File: src/rtl/b58enc_pkg.sv
// ============================================================================
// b58enc_pkg : shared types and constants for the base58 encoder
// Holds the sequencer states, the radix and the character table lookup.
// ============================================================================
`default_nettype none

package b58enc_pkg;

    // base of the output digits
    localparam logic [6:0] RADIX    = 7'd58;
    // ascii code of the zero digit '1'
    localparam logic [6:0] ONE_CHAR = 7'd49;

    // sequencer states
    typedef enum logic [2:0] {
        S_COLLECT,
        S_DIV_RD,
        S_DIV_END,
        S_EMIT_RD,
        S_EMIT_LD
    } t_state;

    // digit value to ascii, alphabet 1-9 A-Z a-z without 0 O I l
    function automatic logic [6:0] b58_char(input logic [5:0] d);
        logic [6:0] code;
        case (d) inside
            [6'd0:6'd8]:   code = 7'(d) + 7'd49;
            [6'd9:6'd16]:  code = 7'(d) + 7'd56;
            [6'd17:6'd21]: code = 7'(d) + 7'd57;
            [6'd22:6'd32]: code = 7'(d) + 7'd58;
            [6'd33:6'd43]: code = 7'(d) + 7'd64;
            [6'd44:6'd57]: code = 7'(d) + 7'd65;
            default:       code = ONE_CHAR;
        endcase
        return code;
    endfunction

endpackage

`default_nettype wire

File: src/rtl/b58enc_divider.sv
// ============================================================================
// b58enc_divider : one long-division step by 58
// Divides (remainder * 256 + byte) by 58 through a scaled reciprocal
// multiplication, giving an 8-bit quotient byte and the new 6-bit remainder.
// ============================================================================
`default_nettype none

module b58enc_divider
    import b58enc_pkg::*;
(
    input  wire logic [5:0] i_rem,
    input  wire logic [7:0] i_byte,
    output logic      [7:0] o_quot,
    output logic      [5:0] o_rem
);

    // ceil(2^20 / 58), exact for every dividend below 58 * 256
    localparam logic [14:0] RECIP = 15'd18079;

    logic [13:0] dividend;
    logic [27:0] product;
    logic [13:0] back;

    // quotient from the reciprocal, remainder by multiply and subtract
    assign dividend = {i_rem, i_byte};
    assign product  = 28'(dividend) * 28'(RECIP);
    assign o_quot   = product[27:20];
    assign back     = 14'(o_quot) * 14'(RADIX);
    assign o_rem    = 6'(dividend - back);

endmodule

`default_nettype wire

File: src/rtl/base58_encoder_25_byte_core.sv
// ============================================================================
// base58_encoder_25_byte_core : fixed-length base58 encoder
// Collects a big-endian payload and emits its base58 text, most significant
// character first, with a mark on the last character.
// ============================================================================
// The block takes PAYLOAD_BYTES payload bytes, one per cycle, into a byte
// memory, counting leading zero bytes on the way. After the final byte it
// stalls its input and runs DIGITS long-division passes by 58 over that
// memory, each a read-modify-write sweep of all PAYLOAD_BYTES bytes through
// its separate read and write ports, storing one digit per pass in a digit
// memory. It then emits one '1' per leading zero byte followed by the
// significant digits, each character going through a read state and a load
// state, S_EMIT_RD and S_EMIT_LD, and waiting while the output is stalled.
// A value of 58^DIGITS or more keeps only its low DIGITS digits; an encoding
// that would be empty is sent as a single '1'.
`default_nettype none

module base58_encoder_25_byte_core
    import b58enc_pkg::*;
#(
    parameter int PAYLOAD_BYTES = 25,
    parameter int DIGITS        = 34
) (
    input  wire logic       i_clk,
    input  wire logic       i_rst_n,
    // payload byte channel
    input  wire logic       i_valid,
    output logic            o_stall,
    input  wire logic [7:0] i_payload_byte,
    // character channel
    output logic            o_valid,
    input  wire logic       i_stall,
    output logic      [6:0] o_char_code,
    output logic            o_last_char
);

    localparam int PW  = (PAYLOAD_BYTES > 1) ? $clog2(PAYLOAD_BYTES) : 1;
    localparam int PCW = $clog2(PAYLOAD_BYTES + 1);
    localparam int DW  = $clog2(DIGITS);
    localparam int DCW = $clog2(DIGITS + 1);
    localparam int CW  = (PCW > DCW) ? PCW : DCW;

    t_state r_state, n_state;

    logic [PW-1:0]  r_count;
    logic [PCW-1:0] r_zeros;
    logic           r_all_zero;
    logic [PW-1:0]  r_rd_idx;
    logic [PW-1:0]  r_proc_idx;
    logic           r_proc_pend;
    logic [5:0]     r_rem;
    logic [DW-1:0]  r_pass;
    logic [DCW-1:0] r_first;
    logic [DCW-1:0] r_ones_left;
    logic [DCW-1:0] r_dig_addr;
    logic [7:0]     r_pay_rd;
    logic [5:0]     r_dig_rd;
    logic           r_o_valid;
    logic [6:0]     r_o_char;
    logic           r_o_last;

    logic [7:0] r_pay_mem [PAYLOAD_BYTES];
    logic [5:0] r_dig_mem [DIGITS];

    logic           in_acc;
    logic           out_acc;
    logic           last_byte;
    logic           pass_last_rd;
    logic [7:0]     div_quot;
    logic [5:0]     div_rem;
    logic [DCW-1:0] first_fin;
    logic [DCW-1:0] ones_calc;
    logic           emit_ones;
    logic           emit_last;
    logic           emit_go;
    logic           pay_we;
    logic [PW-1:0]  pay_waddr;
    logic [7:0]     pay_wdata;
    logic           dig_we;
    logic           dig_re;

    // handshakes
    assign in_acc  = i_valid && (r_state == S_COLLECT);
    assign out_acc = r_o_valid && !i_stall;

    // one division step on the byte just read
    b58enc_divider u_div (
        .i_rem  (r_rem),
        .i_byte (r_pay_rd),
        .o_quot (div_quot),
        .o_rem  (div_rem)
    );

    // sweep and character bookkeeping
    assign last_byte    = (r_count == PW'(PAYLOAD_BYTES - 1));
    assign pass_last_rd = (r_rd_idx == PW'(PAYLOAD_BYTES - 1));
    assign first_fin    = (div_rem != 6'd0) ? DCW'(r_pass) : r_first;

    // leading '1' count, capped by the digit room, never an empty string
    always_comb begin
        if (CW'(r_zeros) < CW'(first_fin)) begin
            ones_calc = DCW'(r_zeros);
        end else begin
            ones_calc = first_fin;
        end
        if (first_fin == DCW'(DIGITS) && r_zeros == '0) begin
            ones_calc = DCW'(1);
        end
    end

    assign emit_ones = (r_ones_left != '0);
    assign emit_last = (r_ones_left == DCW'(1) && r_first == DCW'(DIGITS))
                    || (!emit_ones && r_dig_addr == DCW'(DIGITS - 1));
    assign emit_go   = !r_o_valid || out_acc;

    // next state
    always_comb begin
        n_state = r_state;
        unique case (r_state)
            S_COLLECT: begin
                if (in_acc && last_byte) n_state = S_DIV_RD;
            end
            S_DIV_RD: begin
                if (pass_last_rd) n_state = S_DIV_END;
            end
            S_DIV_END: begin
                n_state = (r_pass == '0) ? S_EMIT_RD : S_DIV_RD;
            end
            S_EMIT_RD: begin
                if (emit_go) n_state = S_EMIT_LD;
            end
            S_EMIT_LD: begin
                n_state = emit_last ? S_COLLECT : S_EMIT_RD;
            end
            default: n_state = S_COLLECT;
        endcase
    end

    // memory strobes and input stall
    always_comb begin
        o_stall   = 1'b1;
        pay_we    = 1'b0;
        pay_waddr = r_proc_idx;
        pay_wdata = div_quot;
        dig_we    = 1'b0;
        dig_re    = 1'b0;
        unique case (r_state)
            S_COLLECT: begin
                o_stall   = 1'b0;
                pay_we    = in_acc;
                pay_waddr = r_count;
                pay_wdata = i_payload_byte;
            end
            S_DIV_RD: begin
                pay_we = r_proc_pend;
            end
            S_DIV_END: begin
                pay_we = 1'b1;
                dig_we = 1'b1;
            end
            S_EMIT_RD: begin
                dig_re = emit_go && !emit_ones;
            end
            S_EMIT_LD: begin
                o_stall = 1'b1;
            end
            default: o_stall = 1'b1;
        endcase
    end

    // payload / work memory
    always_ff @(posedge i_clk) begin
        if (pay_we) r_pay_mem[pay_waddr] <= pay_wdata;
        r_pay_rd <= r_pay_mem[r_rd_idx];
    end

    // digit memory
    always_ff @(posedge i_clk) begin
        if (dig_we) r_dig_mem[r_pass] <= div_rem;
        if (dig_re) r_dig_rd <= r_dig_mem[r_dig_addr[DW-1:0]];
    end

    // sequencer and datapath registers
    always_ff @(posedge i_clk) begin
        if (!i_rst_n) begin
            r_state     <= S_COLLECT;
            r_count     <= '0;
            r_rd_idx    <= '0;
            r_proc_pend <= 1'b0;
            r_o_valid   <= 1'b0;
        end else begin
            r_state <= n_state;

            // output register
            if (r_state == S_EMIT_LD) begin
                r_o_valid <= 1'b1;
                r_o_char  <= emit_ones ? ONE_CHAR : b58_char(r_dig_rd);
                r_o_last  <= emit_last;
                if (emit_ones) r_ones_left <= r_ones_left - 1'b1;
                else           r_dig_addr  <= r_dig_addr + 1'b1;
            end else if (out_acc) begin
                r_o_valid <= 1'b0;
            end

            case (r_state)
                S_COLLECT: begin
                    if (in_acc) begin
                        r_count <= last_byte ? '0 : r_count + 1'b1;
                        // leading zero byte count
                        if (r_count == '0) begin
                            r_zeros    <= (i_payload_byte == 8'd0) ? PCW'(1) : '0;
                            r_all_zero <= (i_payload_byte == 8'd0);
                        end else if (r_all_zero && i_payload_byte == 8'd0) begin
                            r_zeros <= r_zeros + 1'b1;
                        end else begin
                            r_all_zero <= 1'b0;
                        end
                        if (last_byte) begin
                            r_rd_idx    <= '0;
                            r_proc_pend <= 1'b0;
                            r_rem       <= '0;
                            r_pass      <= DW'(DIGITS - 1);
                            r_first     <= DCW'(DIGITS);
                        end
                    end
                end
                S_DIV_RD: begin
                    r_rd_idx    <= pass_last_rd ? '0 : r_rd_idx + 1'b1;
                    r_proc_idx  <= r_rd_idx;
                    r_proc_pend <= !pass_last_rd;
                    if (r_proc_pend) r_rem <= div_rem;
                end
                S_DIV_END: begin
                    r_rem       <= '0;
                    r_first     <= first_fin;
                    r_proc_pend <= 1'b0;
                    r_pass      <= r_pass - 1'b1;
                    if (r_pass == '0) begin
                        r_ones_left <= ones_calc;
                        r_dig_addr  <= first_fin;
                    end
                end
                default: begin
                end
            endcase
        end
    end

    assign o_valid     = r_o_valid;
    assign o_char_code = r_o_char;
    assign o_last_char = r_o_last;

endmodule

`default_nettype wire

File: config.mk
export PLATFORM = sky130hd
export DESIGN_NAME = base58_encoder_25_byte_core
export DESIGN_NICKNAME = d
export VERILOG_FILES = /design/src/rtl/b58enc_pkg.sv /design/src/rtl/b58enc_divider.sv /design/src/rtl/base58_encoder_25_byte_core.sv
export SDC_FILE = /design/constraint.sdc
export NUM_CORES = 1
export LEC_CHECK = 0
export BUFFER_PORTS_ARGS = -buffer_cell sky130_fd_sc_hd__buf_2
export CAP_MARGIN = 10
export CORE_ASPECT_RATIO = 1.4
export CORE_MARGIN = 2
export CORE_UTILIZATION = 50
export DETAILED_ROUTE_END_ITERATION = 12
export GPL_TIMING_DRIVEN = 0
export PLACE_DENSITY_LB_ADDON = 0.08
export SYNTH_ARGS = -nofsm -noshare
export SYNTH_HDL_FRONTEND = slang
export SYNTH_HIERARCHICAL = 1
export SYNTH_SLANG_ARGS = --single-unit
File: constraint.sdc
create_clock -name i_clk -period 9 [get_ports i_clk]
set_clock_uncertainty 0.05 [all_clocks]
set_input_delay 1.8 -clock i_clk [delete_from_list [all_inputs] [get_ports i_clk]]
set_output_delay 1.8 -clock i_clk [all_outputs]
set_load 0.05 [all_outputs]
==> reports/metrics.yaml <==
status:
  outcome: "completed"
run:
  maxCapViolCount: 0
clock_network:
  hold_buffers: 0
  h-tree-depth: 2
  cts_made_buffers: 46
  clock-sinks: 482
  clock_latency_ns: 0.56
  clockBufferDepth: 3
  cts_tree: "yes"
  clk_pin_slew_ns: 0.06
  cts_root_buf: "clkbuf_16"
place:
  pre_cts_slack_ns: -1.702
  place_hpwl_mm: 40.12
  dp_cells: 2309
  gp_congestion: 0.8539
  portBuffers: 21
logic_synthesis:
  synthFlopType: "edfxtp_1"
  synth-edff-count: 459
  synth-async-reset-ratio_pct: 0
  syn_area_um2: 24650
  ys_seq_area_share_pct: 57.78
  yosysTopAreaCellShare_pct: 55.92
  synth_largest_area_cell: "edfxtp_1"
  yosys-top-cells-count: "459 x edfxtp_1, 154 x ha_1, 149 x inv_1, 121 x nor2_1, 116 x mux4_2"
  netlist_instances: 1646
  yosys.cell_types.count: 92
  ys_ff_latch: 482
  synth_area_leaders: "edfxtp_1 56%, mux4_2 11%, ha_1 7.8%"
  yosysWarnings: 6
  yosysMostFrequentCell: "edfxtp_1"
  synthesis.nets: 1873
  syn_avg_cell_area_um2: 14.98
sta:
  max_slew_margin_pct: 22.51
  rsz0062_at_grt: "true"
  max_freq_ghz: 0.1132
  setup_viol: 0
  worst_pin_slew_ns: 1.160
  final_hold_viol_count: 0
  fin_crit_ns: 8.835
  fin_crit_sh_pct: 98.17
  worst_slack_ns: 0.1648
  slew_violations: 0
critical_path:
  r2r_end: "r_ones_left[3]$_DFFE_PP_"
  r2r_cells: 38
  r2r-start: "r_rem[3]$_SDFFCE_PN0P_"
  path_max_fanout: 6
  cp.arrival_ns: 9.09
  slowest_delay_ns: 0.53
  regToRegSetupSlack_ns: 0.16
  cpMaxStageDelayCell: "fa_1"
  required_ns: 9.26
  worst-setup-path-type: "reg2reg"
  path_common_cell: "ha_1"
  end_kind: "register"
  worst_setup_path_start_kind: "register"
finish:
  syn2layout_area_growth_pct: 12.44
  nets: 1984
  antenna_cells: 0
  finish.cell_count_without_fillers: 2427
  fill_cells: 3864
  postLayoutCoreUtil_pct: 56.69
  final_layout_size_suffix_gt1_share_pct: 19.72
drt:
  initialDrtViolationCount: 853
  avgRoutedWirePerCell_um: 23.10
  avgViaCountPerCell: 5.748
  drc_errors: 0
  ant_nets: 0
  num_vias: 13950
  first_pass_iters: 8
  routed_wl_mm: 56.06
grt:
  grt_max_degree: 38
  grt_pass1_wl_mm: 86.12
  antenna_found_initial: 2
  track_usage_pct: 22.68
  grt_pass1_vias: 14650
  grt-ovfl-total: 0
die:
  core_um2: 48890
  die_h_um: 266.7
  die_area_um2: 51120
  ios: 22
  die_w_um: 191.7
  num_rows: 96
  initial_core_util_pct: 50.42
worst_hold_path:
  hold_path.class: "reg2reg"
  holdPathStages: 0
  min_to: "r_proc_idx[4]$_DFFE_PP_"
  min_from: "r_rd_idx[4]$_SDFFE_PN0P_"
[worst max-delay path by stage]
stage                           startpoint                  endpoint  slack [ns]  cells past startpoint
finish              r_rem[3]$_SDFFCE_PN0P_  r_ones_left[3]$_DFFE_PP_        0.16                     38
global route        r_rem[4]$_SDFFCE_PN0P_  r_ones_left[3]$_DFFE_PP_       -0.18                     36
CTS                 r_rem[3]$_SDFFCE_PN0P_  r_ones_left[1]$_DFFE_PP_       0.008                     36
detailed placement  r_rem[5]$_SDFFCE_PN0P_  r_ones_left[3]$_DFFE_PP_       -1.70                     32
global placement    r_rem[5]$_SDFFCE_PN0P_  r_ones_left[3]$_DFFE_PP_       -2.54                     29
floorplan           r_rem[5]$_SDFFCE_PN0P_  r_ones_left[1]$_DFFE_PP_       0.002                     35
[cells by family after synthesis]
logic type	after synthesis	synth area share [%]
fa+ha+maj	215	12.77
xor+xnor	41	1.457
simple gates	370	7.370
compound gates	184	5.350
flops	482	57.78
mux	142	11.72
buf+inv	212	3.548
[layer usage]
layer / up-vias / global-route usage (%) / share of wire, %
met2: 286 / 42.39 / 55
met1: 7137 / 27.40 / 39
met3: 92 / 2.656 / 3.5
met4: 4 / 6.216 / 2.5
li1: 6432 / - / -
met5: - / 0 / 0.048
[worst max-delay path: cells and delay by family, from the launching register on]
| kind | cells | cell delay [ns] |
|---|---|---|
| adders and majority gates | 11 | 3.83 |
| xor gates and xnor gates | 6 | 1.00 |
| and+or+nand+nor | 6 | 1.04 |
| AOI/OAI and AO/OA | 9 | 1.61 |
| DFF | 1 | 0.40 |
| buffers and inverters | 6 | 0.65 |
[cells in the final DEF (no fill, tap or decap), types with 10 or more instances in the layout]
master / n
inv_1: 143
nand2b_1: 19
mux4_2: 116
ha_1: 149
buf_4: 37
mux2i_1: 14
buf_2: 36
nand3_1: 16
nor3b_1: 10
nor2b_1: 12
o21ai_1: 10
o21ai_0: 27
nand2_1: 94
clkbuf_16: 47
edfxtp_1: 459
dfxtp_1: 22
nand4_1: 11
clkbuf_1: 41
nor2_1: 120
o211ai_1: 11
xnor2_1: 20
xor2_1: 11
nor3_1: 26
fa_1: 57
a21oi_1: 41
[state kept, by name (all words and copies together) (netlist names), 6 cells and up]
register	cells
r_rem	6
r_pay_mem	200
r_dig_mem	204
r_pass	6
r_dig_addr	6
r_dig_rd	6
r_first	6
o_char_code	7
r_pay_rd	8
r_ones_left	6
[per-stage QoR]
| step | hold slack [ns] | instance area (um^2) | setup TNS [ns] |
|---|---|---|---|
| after floorplan | 0.3529 | 24720 | 0 |
| after global placement | 0.3632 | 25620 | -50.24 |
| after detailed placement | 0.3677 | 25720 | -13.99 |
| after CTS | 0.3824 | 27510 | 0 |
| after global routing | 0.4054 | 27720 | -0.5417 |
| final | 0.3800 | 27720 | 0 |
[final cells by class]
cell class | instances | area [um^2] | area share (%)
Sequential cell | 482 | 14240 | 51.40
Multi-Input combinational cell | 953 | 9866 | 35.60
Clock buffer | 57 | 1224 | 4.415
Tap cell | 637 | 797.0 | 2.876
Inverter | 152 | 574.3 | 2.072
Timing Repair Buffer | 61 | 465.4 | 1.679
Buffer | 60 | 304.0 | 1.097
Clock inverter | 24 | 235.2 | 0.8487
Timing Repair inverter | 1 | 5.005 | 0.01806
[repair_timing]
item,4_1_cts,5_1_grt
setup endpoints to repair,17,5
pin swaps,20,38
cloned,2,0
gates resized for setup,24,21
setup buffers,21,12
Power is left out: the tool's default activity adds up to more than one toggle a clock period on the data nets, which glitch-free logic cannot reach.
